--- src/rtl/tcw_pkg.sv ---
// tcw_pkg: shared types, codes and constants of the text console writer
// no dependencies; used by every module under rtl/
package tcw_pkg;

    localparam int COLUMNS_DEF = 80;
    localparam int ROWS_DEF    = 25;
    localparam int QUEUE_DEPTH = 2;

    localparam int KIND_W = 2;
    localparam int CHAR_W = 8;
    localparam int ADDR_W = 11;
    localparam int POS_W  = 11;
    localparam int ATTR_W = 8;
    localparam int CELL_W = 16;
    localparam int PDATA_W = 32;
    localparam int PADDR_W = 3;

    localparam int TAB_STOP = 4;

    localparam logic [ATTR_W-1:0] ATTR_RESET = 8'h07;
    localparam logic [CHAR_W-1:0] BLANK_CHAR = 8'h20;

    // item kinds
    localparam logic [KIND_W-1:0] KIND_CHAR  = 2'd0;
    localparam logic [KIND_W-1:0] KIND_CLEAR = 2'd1;
    localparam logic [KIND_W-1:0] KIND_READ  = 2'd2;

    // control characters
    localparam logic [CHAR_W-1:0] CH_BACKSPACE = 8'd8;
    localparam logic [CHAR_W-1:0] CH_TAB       = 8'd9;
    localparam logic [CHAR_W-1:0] CH_NEWLINE   = 8'd10;
    localparam logic [CHAR_W-1:0] CH_RETURN    = 8'd13;

    typedef enum logic [2:0] {
        OP_CHAR,
        OP_NEWLINE,
        OP_RETURN,
        OP_BACKSPACE,
        OP_TAB,
        OP_CLEAR,
        OP_READ,
        OP_NOP
    } t_op;

    typedef struct packed {
        t_op               op;
        logic [CHAR_W-1:0] ch;
        logic [ADDR_W-1:0] addr;
    } t_cmd;

    typedef struct packed {
        logic full;
        logic empty;
    } t_q_status;

endpackage

--- src/rtl/tcw_cmd_queue.sv ---
// tcw_cmd_queue: short command queue between front and back
// depends on tcw_pkg
module tcw_cmd_queue #(
    parameter int DEPTH = tcw_pkg::QUEUE_DEPTH
) (
    input  logic               i_clk,
    input  logic               i_rst_n,
    input  logic               i_push,
    input  tcw_pkg::t_cmd      i_cmd,
    input  logic               i_pop,
    output tcw_pkg::t_cmd      o_cmd,
    output tcw_pkg::t_q_status o_status
);

    localparam int PTR_W = $clog2(DEPTH);
    localparam int CNT_W = $clog2(DEPTH + 1);

    tcw_pkg::t_cmd    r_slot [DEPTH];
    logic [PTR_W-1:0] r_wptr;
    logic [PTR_W-1:0] r_rptr;
    logic [CNT_W-1:0] r_count;

    assign o_cmd          = r_slot[r_rptr];
    assign o_status.full  = (r_count == CNT_W'(DEPTH));
    assign o_status.empty = (r_count == '0);

    always_ff @(posedge i_clk) begin
        if (i_push) begin
            r_slot[r_wptr] <= i_cmd;
        end
    end

    always_ff @(posedge i_clk) begin
        if (!i_rst_n) begin
            r_wptr  <= '0;
            r_rptr  <= '0;
            r_count <= '0;
        end else begin
            if (i_push) begin
                r_wptr <= (r_wptr == PTR_W'(DEPTH - 1)) ? '0 : r_wptr + PTR_W'(1);
            end
            if (i_pop) begin
                r_rptr <= (r_rptr == PTR_W'(DEPTH - 1)) ? '0 : r_rptr + PTR_W'(1);
            end
            if (i_push && !i_pop) begin
                r_count <= r_count + CNT_W'(1);
            end else if (i_pop && !i_push) begin
                r_count <= r_count - CNT_W'(1);
            end
        end
    end

    a_no_push_full: assert property (@(posedge i_clk) disable iff (!i_rst_n)
        i_push |-> !o_status.full)
        else $error("push into full queue");

    a_no_pop_empty: assert property (@(posedge i_clk) disable iff (!i_rst_n)
        i_pop |-> !o_status.empty)
        else $error("pop from empty queue");

    a_count_tracks: assert property (@(posedge i_clk) disable iff (!i_rst_n)
        (i_push && !i_pop) |=> (r_count == $past(r_count) + CNT_W'(1)))
        else $error("queue count lost a push");

endmodule

--- config.mk ---
export PLATFORM = sky130hd
export DESIGN_NAME = tcw_cmd_queue
export DESIGN_NICKNAME = d
export VERILOG_FILES = /design/src/rtl/tcw_pkg.sv /design/src/rtl/tcw_cmd_queue.sv
export SDC_FILE = /design/constraint.sdc
export NUM_CORES = 1
export LEC_CHECK = 0
export BUFFER_PORTS_ARGS = -buffer_cell sky130_fd_sc_hd__buf_2
export CAP_MARGIN = 20
export CORE_MARGIN = 5
export CORE_UTILIZATION = 45
export CTS_BUF_LIST = sky130_fd_sc_hd__clkbuf_16
export DETAILED_ROUTE_END_ITERATION = 7
export PLACE_DENSITY = 0.7
export SLEW_MARGIN = 15
export SYNTH_ARGS = -nofsm -noshare
export SYNTH_HDL_FRONTEND = slang
export SYNTH_SLANG_ARGS = --single-unit
--- constraint.sdc ---
create_clock -name i_clk -period 2.5 [get_ports i_clk]
set_input_delay 0.25 -clock i_clk [delete_from_list [all_inputs] [get_ports i_clk]]
set_output_delay 0.25 -clock i_clk [all_outputs]
set_load 0.02 [all_outputs]
==> flow_summary.yaml <==
timing:
  timing.clock.skew_ns: 0.00169
  drv_slew: 0
  setup_slack_ns: 0.831
  setup_viol: 0
  final.period_utilization: 0.668
  rsz0062_at_grt: "no"
  relSlewSlack: 0.799
  hold_viol_final: 0
  hold_slack_ns: 0.159
  fmax_ghz: 0.599
  tightest_slew_ns: 0.300
  period_needed_ns: 1.67
  fin_setup_tns_ns: 0
yosys:
  ys_top_cells_by_area: "edfxtp_1 73%, mux2_2 14%, dfxtp_1 5.6%"
  synth_area_um2: 1800
  synth_edf_count: 44
  synth_nets: 117
  synth_top_cells_by_count: "44 x edfxtp_1, 22 x mux2_2, 5 x dfxtp_1"
  yosysTopAreaCell: "edfxtp_1"
  yosysMostFrequentCell: "edfxtp_1"
  yosysTopAreaCellShare: 0.735
  async_flop_share: 0
  synth_flop_cell: "edfxtp_1"
  synthDistinctLibCells: 16
  ys_ff_latch: 49
  ys_seq_area_frac: 0.791
  avgSynthCellArea_um2: 20.0
  syn_inst: 90
  ys.warnings.count: 0
critical_path:
  critPathMaxFanout: 22
  critical_path_required_ns: 2.25
  worst_setup_path_start_kind: "register"
  critical_path_class: "register to output port"
  cp-end-kind: "output port"
  critical_path_arrival_ns: 1.42
place:
  dp_slack_ns: 1.12
  dp.cells: 190
  place_congestion: 0.692
  dpl_cell_area_um2: 2120
  numPortBuffers: 49
  dp_hpwl_mm: 2.12
cells_and_area:
  diodes: 0
  fillCellCount: 315
  drive_gt1_frac: 0.561
  syn_to_final_growth_pct: 27.2
  finalInstanceArea_um2: 2290
  nNetsFinal: 174
  instances_no_fill: 198
global_route:
  grt_start_max_net_pins: 23
  grt_use_total: 0.121
  overflow: 0
  grt_pass1_vias: 1028
  grt_pass1_wl_mm: 4.80
  antenna_found_initial: 0
floorplanning:
  num_rows: 23
  die_w_um: 73.2
  ioPinCount: 50
  die_h_um: 73.2
  fp.dieArea_um2: 5360
  core_um2: 3940
  start_util: 0.456
routing:
  dr.pass1.iters: 2
  wl_per_cell_um: 15.3
  drt-total-wl_mm: 3.03
  dr_wl_met2_mm: 1.51
  topRoutingLayerUsed: "met4"
  drc: 0
  vias: 936
  route.met3.wl_um: 281
  routedLengthMet1_mm: 1.22
  detail-route-antenna-nets: 0
  drt_iter0_markers: 54
  viasPerCell: 4.73
worst_hold_path:
  hold_class: "primary input to register"
pwr:
  leakagePower_nw: 0.881
  power_density_nw_per_um2: 838
  irDropWorstVdd_v: 0.000559
clocking:
  postCtsHoldBufs: 0
  cts_tree: "built"
  cts_resized: 0
  cts_root_buffer: "clkbuf_16"
  clkLatencyLatePin_ns: 0.28
  cts.path.max_buffers: 2
  cts_buffers: 5
  numClockSinks: 49
  clkTransAtPathRegs_ns: 0.06
  ctsHtreeMaxLevel: 2
  postCtsSetupRepairBufs: 0
flow_run:
  drv_cap: 0
run_status:
  status: "completed"
## power breakdown
group	switching, mW	internal (mW)	leakage (nW)	total (mW)
Sequential	0.0145	0.943	0.455	0.958
Clock	0.262	0.467	0.0775	0.729
Combinational	0.131	0.0988	0.349	0.230
Total	0.407	1.51	0.881	1.92
## final timing paths
kind / from / endpoint / slack [ns] / cells after the start
worst max-delay path: register / o_cmd[5] / 0.83 / 3
worst min-delay path: i_cmd[11] / r_slot[0][11] / 0.16 / 1
worst max register to register: r_wptr / r_slot[0][5] / 1.25 / 2
worst min register to register: r_count[1] / r_count[1] / 0.53 / 2
## metal layers
layer  global-route usage  vias to the layer above
li1                     -                      454
met4               0.0246                        0
met5                    0                        -
met3               0.0523                        2
met1                0.136                      446
met2                0.214                       34
## cell usage in the layout (no fill, tap or decap), types with 2 or more instances in the layout
cell type and count:
and2_1 4, clkbuf_16 5, mux2_2 22, buf_4 3
buf_2 49, dfxtp_1 5, edfxtp_1 44, xor2_1 2
## area by class of cell
class / instances / area (um^2) / area share
well taps: 50 / 62.6 / 0.0274
inverters: 1 / 3.75 / 0.00164
clock buffers: 5 / 125 / 0.0547
multi-input cells: 38 / 365 / 0.160
clock inverters: 3 / 41.3 / 0.0181
flip-flops and latches: 49 / 1420 / 0.621
repair buffers: 52 / 268 / 0.117
## stage by stage
stage | power, mW | util
2_1_floorplan | 1.12 | -
3_3_place_gp | 1.20 | 0.538
3_5_place_dp | 1.21 | 0.538
4_1_cts | 1.94 | 0.580
5_1_grt | 1.99 | 0.580
6_report | 1.92 | 0.580
## worst max-delay path, stage by stage (launching register included)
cell     delay, ns
dfxtp_1       0.31
buf_4         0.29
mux2_2        0.39
buf_2         0.16
## sequential cells by signal, summed over array words and instances, names as in the netlist, named ones only
| register | flops |
|---|---|
| r_count | 2 |
| r_slot | 44 |
| r_wptr | 1 |
| r_rptr | 1 |
## kinds of logic after synthesis
| kind of cell | count (synthesis) | share of synthesized area |
|---|---|---|
| mux | 22 | 0.138 |
| fa+ha+maj | 1 | 0.00696 |
| buf+inv | 3 | 0.00765 |
| simple gates | 9 | 0.0313 |
| flops | 49 | 0.791 |
| compound gates | 3 | 0.0111 |
| xor+xnor | 3 | 0.0146 |
Note: power is estimated with default switching activity, not from simulation.
