===== src/rtl/tcw_pkg.sv =====
// tcw_pkg: shared types, codes and constants of the text console writer
// no dependencies; used by every module under rtl/
package tcw_pkg;

    localparam int COLUMNS_DEF = 80;
    localparam int ROWS_DEF    = 25;
    localparam int QUEUE_DEPTH = 2;

    localparam int KIND_W = 2;
    localparam int CHAR_W = 8;
    localparam int ADDR_W = 11;
    localparam int POS_W  = 11;
    localparam int ATTR_W = 8;
    localparam int CELL_W = 16;
    localparam int PDATA_W = 32;
    localparam int PADDR_W = 3;

    localparam int TAB_STOP = 4;

    localparam logic [ATTR_W-1:0] ATTR_RESET = 8'h07;
    localparam logic [CHAR_W-1:0] BLANK_CHAR = 8'h20;

    // item kinds
    localparam logic [KIND_W-1:0] KIND_CHAR  = 2'd0;
    localparam logic [KIND_W-1:0] KIND_CLEAR = 2'd1;
    localparam logic [KIND_W-1:0] KIND_READ  = 2'd2;

    // control characters
    localparam logic [CHAR_W-1:0] CH_BACKSPACE = 8'd8;
    localparam logic [CHAR_W-1:0] CH_TAB       = 8'd9;
    localparam logic [CHAR_W-1:0] CH_NEWLINE   = 8'd10;
    localparam logic [CHAR_W-1:0] CH_RETURN    = 8'd13;

    typedef enum logic [2:0] {
        OP_CHAR,
        OP_NEWLINE,
        OP_RETURN,
        OP_BACKSPACE,
        OP_TAB,
        OP_CLEAR,
        OP_READ,
        OP_NOP
    } t_op;

    typedef struct packed {
        t_op               op;
        logic [CHAR_W-1:0] ch;
        logic [ADDR_W-1:0] addr;
    } t_cmd;

    typedef struct packed {
        logic full;
        logic empty;
    } t_q_status;

endpackage


===== src/rtl/tcw_front.sv =====
// tcw_front: accepts items and classifies them into queue commands
// depends on tcw_pkg
module tcw_front #(
    parameter int COLUMNS = tcw_pkg::COLUMNS_DEF,
    parameter int ROWS    = tcw_pkg::ROWS_DEF
) (
    input  logic                        i_start,
    input  logic                        i_busy,
    input  logic [tcw_pkg::KIND_W-1:0]  i_kind,
    input  logic [tcw_pkg::CHAR_W-1:0]  i_char_code,
    input  logic [tcw_pkg::ADDR_W-1:0]  i_cell_address,
    output logic                        o_push,
    output tcw_pkg::t_cmd               o_cmd
);

    localparam int CELL_COUNT = ROWS * COLUMNS;

    logic addr_in_range;

    assign o_push        = i_start && !i_busy;
    assign addr_in_range = (32'(i_cell_address) < CELL_COUNT);

    always_comb begin
        o_cmd.ch   = i_char_code;
        o_cmd.addr = i_cell_address;
        unique case (i_kind)
            tcw_pkg::KIND_CHAR: begin
                unique case (i_char_code)
                    tcw_pkg::CH_NEWLINE:   o_cmd.op = tcw_pkg::OP_NEWLINE;
                    tcw_pkg::CH_RETURN:    o_cmd.op = tcw_pkg::OP_RETURN;
                    tcw_pkg::CH_BACKSPACE: o_cmd.op = tcw_pkg::OP_BACKSPACE;
                    tcw_pkg::CH_TAB:       o_cmd.op = tcw_pkg::OP_TAB;
                    default:               o_cmd.op = tcw_pkg::OP_CHAR;
                endcase
            end
            tcw_pkg::KIND_CLEAR: o_cmd.op = tcw_pkg::OP_CLEAR;
            // reads past the store return zero, same as a no-op
            tcw_pkg::KIND_READ: o_cmd.op = addr_in_range ? tcw_pkg::OP_READ : tcw_pkg::OP_NOP;
            default: o_cmd.op = tcw_pkg::OP_NOP;
        endcase
    end

endmodule


===== config.mk =====
export PLATFORM = sky130hd
export DESIGN_NAME = tcw_front
export DESIGN_NICKNAME = d
export VERILOG_FILES = /design/src/rtl/tcw_pkg.sv /design/src/rtl/tcw_front.sv
export SDC_FILE = /design/constraint.sdc
export NUM_CORES = 1
export LEC_CHECK = 0
export ABC_AREA = 1
export BUFFER_PORTS_ARGS = -buffer_cell sky130_fd_sc_hd__clkbuf_2
export CORE_AREA = 2 2 39 41
export DETAILED_ROUTE_END_ITERATION = 12
export DIE_AREA = 0 0 41 43
export PLACE_DENSITY = 0.65
export SYNTH_ARGS = -nofsm -noshare
export SYNTH_HDL_FRONTEND = slang
export SYNTH_SLANG_ARGS = --single-unit

===== constraint.sdc =====
create_clock -name vclk -period 1
set_input_delay 0.2 -clock vclk [all_inputs]
set_output_delay 0.2 -clock vclk [all_outputs]
set_load 0.005 [all_outputs]

==> results.ini, run 1 <==
[synth]
synth.yosys.warnings = 0
adder_cell_share_of_the_synthesized_area_pct = 15.1
yosys.area_share.simple_pct = 32.1
synth_area_per_cell_um2 = 5.82
synth.net_count = 84
synth.mux.area_fraction_pct = 0
post_synth_inst_count = 57
synth.lib_cells_used.distinct = 10
parity_gate_share_of_the_synthesized_area_counting_xor_and_xnor_cells_pct = 0
synth_compound_gate_area_share_pct = 3.02
ys_seq_area_share_pct = 0
combinational_family_with_the_most_area_after_synthesis = buffers and inverters
post_synth_instance_area_um2 = 332

[final_layout]
multi_input_comb_area_um2 = 204
areaGrowthSynthToFinish_pct = 40.8
drive_above_1_share_pct = 61.0
n_fill_cell = 156
n_antenna_cell = 0
postLayoutCellArea_um2 = 467
n_sequential_cell = 0
finalCoreUtilization_pct = 33.7
sequential_cell_area_um2 = 0
nNetsFinal = 106
final_cell_count_no_fill = 93
nClkBuffers = 0

[global_routing]
grt_pass1_vias = 237
antenna_found_initial = 0
grt-ovfl-total = 0
grt_pass1_wl_um = 848
grt_use_total_pct = 6.49
pin_count_of_the_biggest_net_entering_global_routing = 5

[die]
dieArea_mm2 = 0.00176
die_height_um = 43
ios = 46
chipWidth_um = 41
core-area_mm2 = 0.00138
start_util_pct = 24.0
number_of_core_rows = 14

[routing]
top_layer = met3
detailedRoute.firstIterationViolations = 2
detail_route.wirelength.met1_um = 233
final_antenna_net_count = 0
route.final.wire_length_um = 694
post_drt_via_cell_ratio = 3.83
met2RoutedLength_um = 381
wl_per_cell_um = 7.46
detail_route.first_pass.iterations = 2
wl_met3_um = 79
route.detailed.drc = 0
route.vias.total = 356

[timing]
timing.final.crit_share_pct = 115
period_minus_slack_ps = 1150
fin_hold_ws_ps = 400
timing.max_slew.rel_slack_pct = 89.4
final-max-slew-violation-count = 0
timing.fmax_mhz = 872
rsz_0062_raised_after_global_routing = yes
final_setup_slack_of_the_worst_path_ps = -146
worstMarginPinSlew_ps = 158
hold_viol_final = 0
finalSetupViolCount = 3
fin_setup_tns_ps = -350

[hold_path]
min-delay-start = i_cell_address[1]
worst_hold_path_type = input pin to output pin
worstHoldEndpoint = o_cmd[1]
whs_path_depth = 0

[pwr]
cell_internal_pwr_mw = 0.0868
netSwitchingFraction_pct = 45.4
leakagePower_nw = 0.281
vdd_ir_drop_max_uv = 136
finalPower_mw = 0.159
switching_power_mw = 0.0723
power.density_cell_area_mw_per_mm2 = 341
sequentialPowerShare_pct = 0
power.clock.fraction_pct = 0
p_comb_share_pct = 100.0

[worst_setup_path]
critical_path_class = input pin to output pin
setup.worst_path.end_class = output pin
timing.critical_path.from_type = input pin
worst-endpoint-arrival_ps = 950
required_ps = 800
critical_path.max_fanout = 3

[placed_design]
post-place-cells = 93
detailed_place.area_um2 = 407
pre_cts_slack_ps = -199
buffer_ports.inserted = 38
gp_congestion = 0.625
dp_hpwl_um = 636

[clock_network]
cts_setup_buffers = 0

[run_status]
violations = setup timing
status = finished, violations left

[flow_run]
cap_viol_max_count = 0

## Yosys cell counts (all sizes together)
| cell | count | share of area [%] |
|---|---|---|
| nor2 | 9 | 11 |
| nor3 | 1 | 1.5 |
| or2 | 2 | 3.8 |
| nand2 | 14 | 16 |
| a21oi | 2 | 3.0 |
| ha | 4 | 15 |
| inv | 6 | 6.8 |
| buf | 19 | 43 |
## routing by layer
layer  vias up  global-route usage (%)
met1       142                    6.65
met5         -                       0
met2        20                    13.8
met3         0                       0
li1        194                       -
met4         0                       0
## area by class of cell
| type | count | share of cell area, % |
|---|---|---|
| inverter | 6 | 5.36 |
| tap | 16 | 4.29 |
| multi-input combinational | 32 | 43.7 |
| timing repair buffer | 39 | 46.6 |
## critical path, cell delays in order
cell and delay, ps:
sky130_fd_sc_hd__buf_8 110, sky130_fd_sc_hd__ha_4 150, sky130_fd_sc_hd__or2_0 210, sky130_fd_sc_hd__a21oi_1 110
sky130_fd_sc_hd__nand2_1 50, sky130_fd_sc_hd__buf_2 120
## cells in the final DEF, fill, tap and decap left out, types with 2 or more instances in the layout
cell                       instances
sky130_fd_sc_hd__clkbuf_2         34
sky130_fd_sc_hd__nand2_1          13
sky130_fd_sc_hd__nor2_1            8
sky130_fd_sc_hd__inv_1             4
sky130_fd_sc_hd__a21oi_1           2
sky130_fd_sc_hd__ha_2              2
sky130_fd_sc_hd__ha_4              2
sky130_fd_sc_hd__buf_8             2
sky130_fd_sc_hd__buf_2             2
## power by group through the flow
stage                     clock, mW  sequential [mW]  combinational (mW)
after floorplan                   0                0               0.102
after global placement            0                0               0.140
after detailed placement          0                0               0.143
after CTS                         0                0               0.154
after global routing              0                0               0.181
final                             0                0               0.159
## cells by family (layout without fill, tap and decap cells)
logic type                 after synthesis  in the layout
and+or+nand+nor                         26             26
buffers and inverters                   25             45
adders and majority gates                4              4
AOI/OAI and AO/OA                        2              2
## how the worst max path moves through the flow
stage | start | endpoint | slack [ps] | cells after the start
6_report | i_kind[0] | o_cmd[19] | -150 | 6
5_1_grt | i_kind[0] | o_cmd[19] | -190 | 6
4_1_cts | i_kind[1] | o_cmd[19] | -170 | 7
3_5_place_dp | i_kind[0] | o_cmd[19] | -200 | 6
3_3_place_gp | i_kind[0] | o_cmd[19] | -190 | 6
2_1_floorplan | i_kind[0] | o_cmd[19] | 20 | 4
## what timing repair did
action                     CTS  global route
setup endpoints to repair    3             3
hold buffers                 0             0
pin swaps                    2             6
resized for setup            7            10
hold endpoints to repair     0             0
Note: power is estimated with default switching activity, not from simulation.
==> run 2: changes to the inputs <==
SETUP_SLACK_MARGIN = 0.4   (was default)
==> run 2 against run 1 <==
  * Power rose by 38%
  * Sequential cell count stayed put
  * Highest routed layer unchanged
  * The flow still finishes with violations (setup timing)
  * Routed wire length rose by 8.1%
  * Count of clock-buffer cells in the layout stayed put
  * Hold slack unchanged
==> results.ini, run 2 (same netlist as run 1, synthesis figures left out) <==
[routing]
final_antenna_net_count = 0  ; unchanged
route.detailed.drc = 0  ; unchanged
route.vias.total = 377  ; +5.9%
met2RoutedLength_um = 458  ; +20%
detailedRoute.firstIterationViolations = 2  ; unchanged
detail_route.first_pass.iterations = 4  ; +2
top_layer = met3
wl_per_cell_um = 8.06  ; +8.1%
detail_route.wirelength.met1_um = 223  ; -4.3%
wl_met3_um = 68  ; -14%
post_drt_via_cell_ratio = 4.05  ; +5.9%
route.final.wire_length_um = 750  ; +8.1%

[final_layout]
sequential_cell_area_um2 = 0  ; unchanged
areaGrowthSynthToFinish_pct = 85.3
final_cell_count_no_fill = 93  ; unchanged
drive_above_1_share_pct = 63.6  ; +2.6 points
mostFrequentLayoutCells = 18 x sky130_fd_sc_hd__clkbuf_2, 14 x sky130_fd_sc_hd__buf_6, 13 x sky130_fd_sc_hd__nand2_1, 8 x sky130_fd_sc_hd__nor2_1
nClkBuffers = 0  ; unchanged
mostFrequentLayoutCell = sky130_fd_sc_hd__clkbuf_2
nNetsFinal = 106  ; unchanged
n_antenna_cell = 0  ; unchanged
n_sequential_cell = 0  ; unchanged
postLayoutCellArea_um2 = 614  ; +32%

[die]
ios = 46  ; unchanged
chipWidth_um = 41  ; unchanged
number_of_core_rows = 14  ; unchanged
die_height_um = 43  ; unchanged
core-area_mm2 = 0.00138  ; unchanged
dieArea_mm2 = 0.00176  ; unchanged
start_util_pct = 24.0  ; unchanged

[timing]
period_minus_slack_ps = 1180  ; +36.1 ps
timing.max_slew.rel_slack_pct = 87.5  ; -1.8 points
hold_viol_final = 0  ; unchanged
rsz_0062_raised_after_global_routing = yes
finalSetupViolCount = 3  ; unchanged
final-max-slew-violation-count = 0  ; unchanged
fin_setup_tns_ps = -324  ; +26.0 ps
fin_hold_ws_ps = 400  ; unchanged
timing.final.crit_share_pct = 118  ; +3.6 points
timing.fmax_mhz = 846  ; -3.1%
worstMarginPinSlew_ps = 187  ; +28.1 ps
final_setup_slack_of_the_worst_path_ps = -183  ; -36.1 ps

[clock_network]
cts_setup_buffers = 0  ; unchanged
number_of_buffers_added_to_fix_hold_violations_after_cts = 0  ; unchanged

[placed_design]
dp_hpwl_um = 702  ; +10%
detailed_place.area_um2 = 444  ; +9.2%
buffer_ports.inserted = 38  ; unchanged
gp_congestion = 0.648  ; +3.7%
post-place-cells = 93  ; unchanged

[run_status]
violations = setup timing
status = finished, violations left

[hold_path]
worst_hold_path_type = input pin to output pin

[worst_setup_path]
setup.worst_path.end_class = output pin
timing.critical_path.from_type = input pin
worst_path_cell_trace = clkbuf_16 -> ha_4 -> or2_0 -> a21oi_1 -> nand2_1 -> clkbuf_2
critical-path-max-stage-delay_ps = 210  ; about the same
critical_path.max_fanout = 3  ; unchanged
path_buf_inv = 2  ; unchanged
critPathTopFamily = simple AND/OR/NAND/NOR gates
critical_path_class = input pin to output pin
required_ps = 800  ; about the same
worst-endpoint-arrival_ps = 980  ; +30 ps
crit_slowest_cell = sky130_fd_sc_hd__or2_0

[pwr]
power.density_cell_area_mw_per_mm2 = 359  ; +5.2%
vdd_ir_drop_max_uv = 151  ; +11%
finalPower_mw = 0.220  ; +38%
leakagePower_nw = 0.333  ; +18%

[global_routing]
pin_count_of_the_biggest_net_entering_global_routing = 5  ; unchanged
grt_pass1_wl_um = 1040  ; +22%
grt-ovfl-total = 0  ; unchanged
grt_use_total_pct = 7.69  ; +1.2 points
antenna_found_initial = 0  ; unchanged
grt_pass1_vias = 294  ; +24%

[flow_run]
cap_viol_max_count = 0  ; unchanged

run 2: power breakdown:
part | leakage (nW) | total (mW) | internal (mW) | switching (mW)
Combinational | 0.333 | 0.220 | 0.138 | 0.0821
Sequential | 0 | 0 | 0 | 0
Clock | 0 | 0 | 0 | 0
run 2: worst paths after layout:
path                              start  cells past startpoint        end
worst max-delay path          i_kind[1]                      6  o_cmd[19]
worst min-delay path  i_cell_address[0]                      0   o_cmd[0]
run 2: per-layer routing:
layer / up-vias / GRT usage, %
met3: 0 / 0
met1: 165 / 7.59
met5: - / 0
met2: 19 / 16.6
li1: 193 / -
met4: 0 / 0
run 2: what timing repair did:
action / in CTS / in global routing
pin swaps: 3 / 5
endpoints found under the setup margin: 8 / 15
gates resized for setup: 10 / 29
run 2: area by class of cell:
type	count	area (um^2)
repair buffers	39	335
multi-input cells	32	221
fillers	142	769
well taps	16	20.0
inverters	6	37.5
run 2: stage by stage:
stage / setup slack, ps / util (%)
2_1_floorplan: 78.6 / -
3_3_place_gp: -271 / 32.1
3_5_place_dp: -291 / 32.1
4_1_cts: -187 / 35.4
5_1_grt: -228 / 44.4
6_report: -183 / 44.4
==> run 3: changes to the inputs <==
clock period = 1.1 ns   (was 1 ns; I/O delays follow)
==> run 3 against run 2 <==
  * The run still ends with setup timing left
  * Critical path type unchanged
  * Routed wire length is 1.5% lower
  * Combinational power is 25% lower
  * Critical endpoint unchanged
  * Largest cell class unchanged
  * Non-clock buffer count stayed put
==> results.ini, run 3 (same netlist as run 1, synthesis figures left out) <==
[pwr]
vdd_ir_drop_max_uv = 128  ; -15%
power.density_cell_area_mw_per_mm2 = 321  ; -11%
leakagePower_nw = 0.301  ; -9.4%
finalPower_mw = 0.165  ; -25%

[global_routing]
grt_pass1_vias = 293  ; -0.34%
grt_pass1_wl_um = 1040  ; unchanged
antenna_found_initial = 0  ; unchanged
grt_use_total_pct = 7.69  ; unchanged
pin_count_of_the_biggest_net_entering_global_routing = 5  ; unchanged
grt-ovfl-total = 0  ; unchanged

[final_layout]
n_antenna_cell = 0  ; unchanged
nClkBuffers = 0  ; unchanged
drive_above_1_share_pct = 63.6  ; unchanged
postLayoutCellArea_um2 = 513  ; -16%
mostFrequentLayoutCells = 32 x sky130_fd_sc_hd__clkbuf_2, 13 x sky130_fd_sc_hd__nand2_1, 8 x sky130_fd_sc_hd__nor2_1
sequential_cell_area_um2 = 0  ; unchanged
nNetsFinal = 106  ; unchanged
n_sequential_cell = 0  ; unchanged
final_cell_count_no_fill = 93  ; unchanged
mostFrequentLayoutCell = sky130_fd_sc_hd__clkbuf_2
areaGrowthSynthToFinish_pct = 54.7
finalCoreUtilization_pct = 37.1  ; -7.3 points

[placed_design]
pre_cts_slack_ps = -231  ; +60.0 ps
detailed_place.area_um2 = 444  ; unchanged
buffer_ports.inserted = 38  ; unchanged
dp_hpwl_um = 702  ; unchanged
gp_congestion = 0.648  ; unchanged
post-place-cells = 93  ; unchanged

[timing]
worstMarginPinSlew_ps = 187  ; unchanged
fin_hold_ws_ps = 440  ; +40.0 ps
final-max-slew-violation-count = 0  ; unchanged
final_setup_slack_of_the_worst_path_ps = -150  ; +32.2 ps
hold_viol_final = 0  ; unchanged
period_minus_slack_ps = 1250
timing.final.crit_share_pct = 114
rsz_0062_raised_after_global_routing = yes
finalSetupViolCount = 3  ; unchanged
timing.max_slew.rel_slack_pct = 87.5  ; unchanged
fin_setup_tns_ps = -171  ; +153 ps
timing.fmax_mhz = 800

[routing]
final_antenna_net_count = 0  ; unchanged
route.final.wire_length_um = 739  ; -1.5%
detailedRoute.firstIterationViolations = 1  ; -1
route.vias.total = 376  ; -0.27%
detail_route.first_pass.iterations = 4  ; unchanged
post_drt_via_cell_ratio = 4.04  ; -0.27%
wl_per_cell_um = 7.95  ; -1.5%
route.detailed.drc = 0  ; unchanged

[run_status]
status = finished, violations left
violations = setup timing

[hold_path]
min-delay-start = i_cell_address[0]
worst_hold_path_type = input pin to output pin

[die]
ios = 46  ; unchanged
dieArea_mm2 = 0.00176  ; unchanged
chipWidth_um = 41  ; unchanged
number_of_core_rows = 14  ; unchanged
start_util_pct = 24.0  ; unchanged
core-area_mm2 = 0.00138  ; unchanged
die_height_um = 43  ; unchanged

[worst_setup_path]
setup.worst_path.end_class = output pin
required_ps = 880  ; +80 ps
critical_path.max_fanout = 3  ; unchanged
worst_setup_path_startpoint = i_kind[1]
worst-endpoint-arrival_ps = 1030  ; +50 ps
critical_path_class = input pin to output pin
timing.critical_path.from_type = input pin

[clock_network]
cts_setup_buffers = 0  ; unchanged
number_of_buffers_added_to_fix_hold_violations_after_cts = 0  ; unchanged

[flow_run]
cap_viol_max_count = 0  ; unchanged

[run 3: cell count changes in the layout (fill, tap and decap cells not counted), sizes merged]
cell and change:
buf -14, clkbuf +14
[run 3: final cells by class]
cell class         count  area [um^2]
repair buffers        39          234
multi-input cells     32          221
inverters              6         37.5
well taps             16         20.0
fillers              152          871
[run 3: worst paths after layout]
| check | end | cells after the start |
|---|---|---|
| worst min-delay path | o_cmd[0] | 0 |
| worst max-delay path | o_cmd[19] | 6 |
[run 3: power breakdown]
part / internal (mW) / leakage, nW / total [mW] / switching [mW]
registers: 0 / 0 / 0 / 0
clock network: 0 / 0 / 0 / 0
logic: 0.0905 / 0.301 / 0.165 / 0.0741
total: 0.0905 / 0.301 / 0.165 / 0.0741
[run 3: what timing repair did]
action	CTS	global route
pin swaps	3	5
cloned	0	0
resized for setup	9	11
endpoints found under the setup margin	4	5
[run 3: per-layer routing]
layer,vias to the layer above,track usage (%),part of all wire (%)
met4,0,0,0
met1,160,7.59,32
li1,195,-,-
met5,-,0,0
met2,21,16.6,58
met3,0,0,10
[run 3: worst max-delay path, stage by stage]
cell,delay [ps]
sky130_fd_sc_hd__clkbuf_16,140
sky130_fd_sc_hd__ha_4,150
sky130_fd_sc_hd__or2_0,220
sky130_fd_sc_hd__a21oi_1,130
sky130_fd_sc_hd__nand2_1,70
sky130_fd_sc_hd__clkbuf_2,100
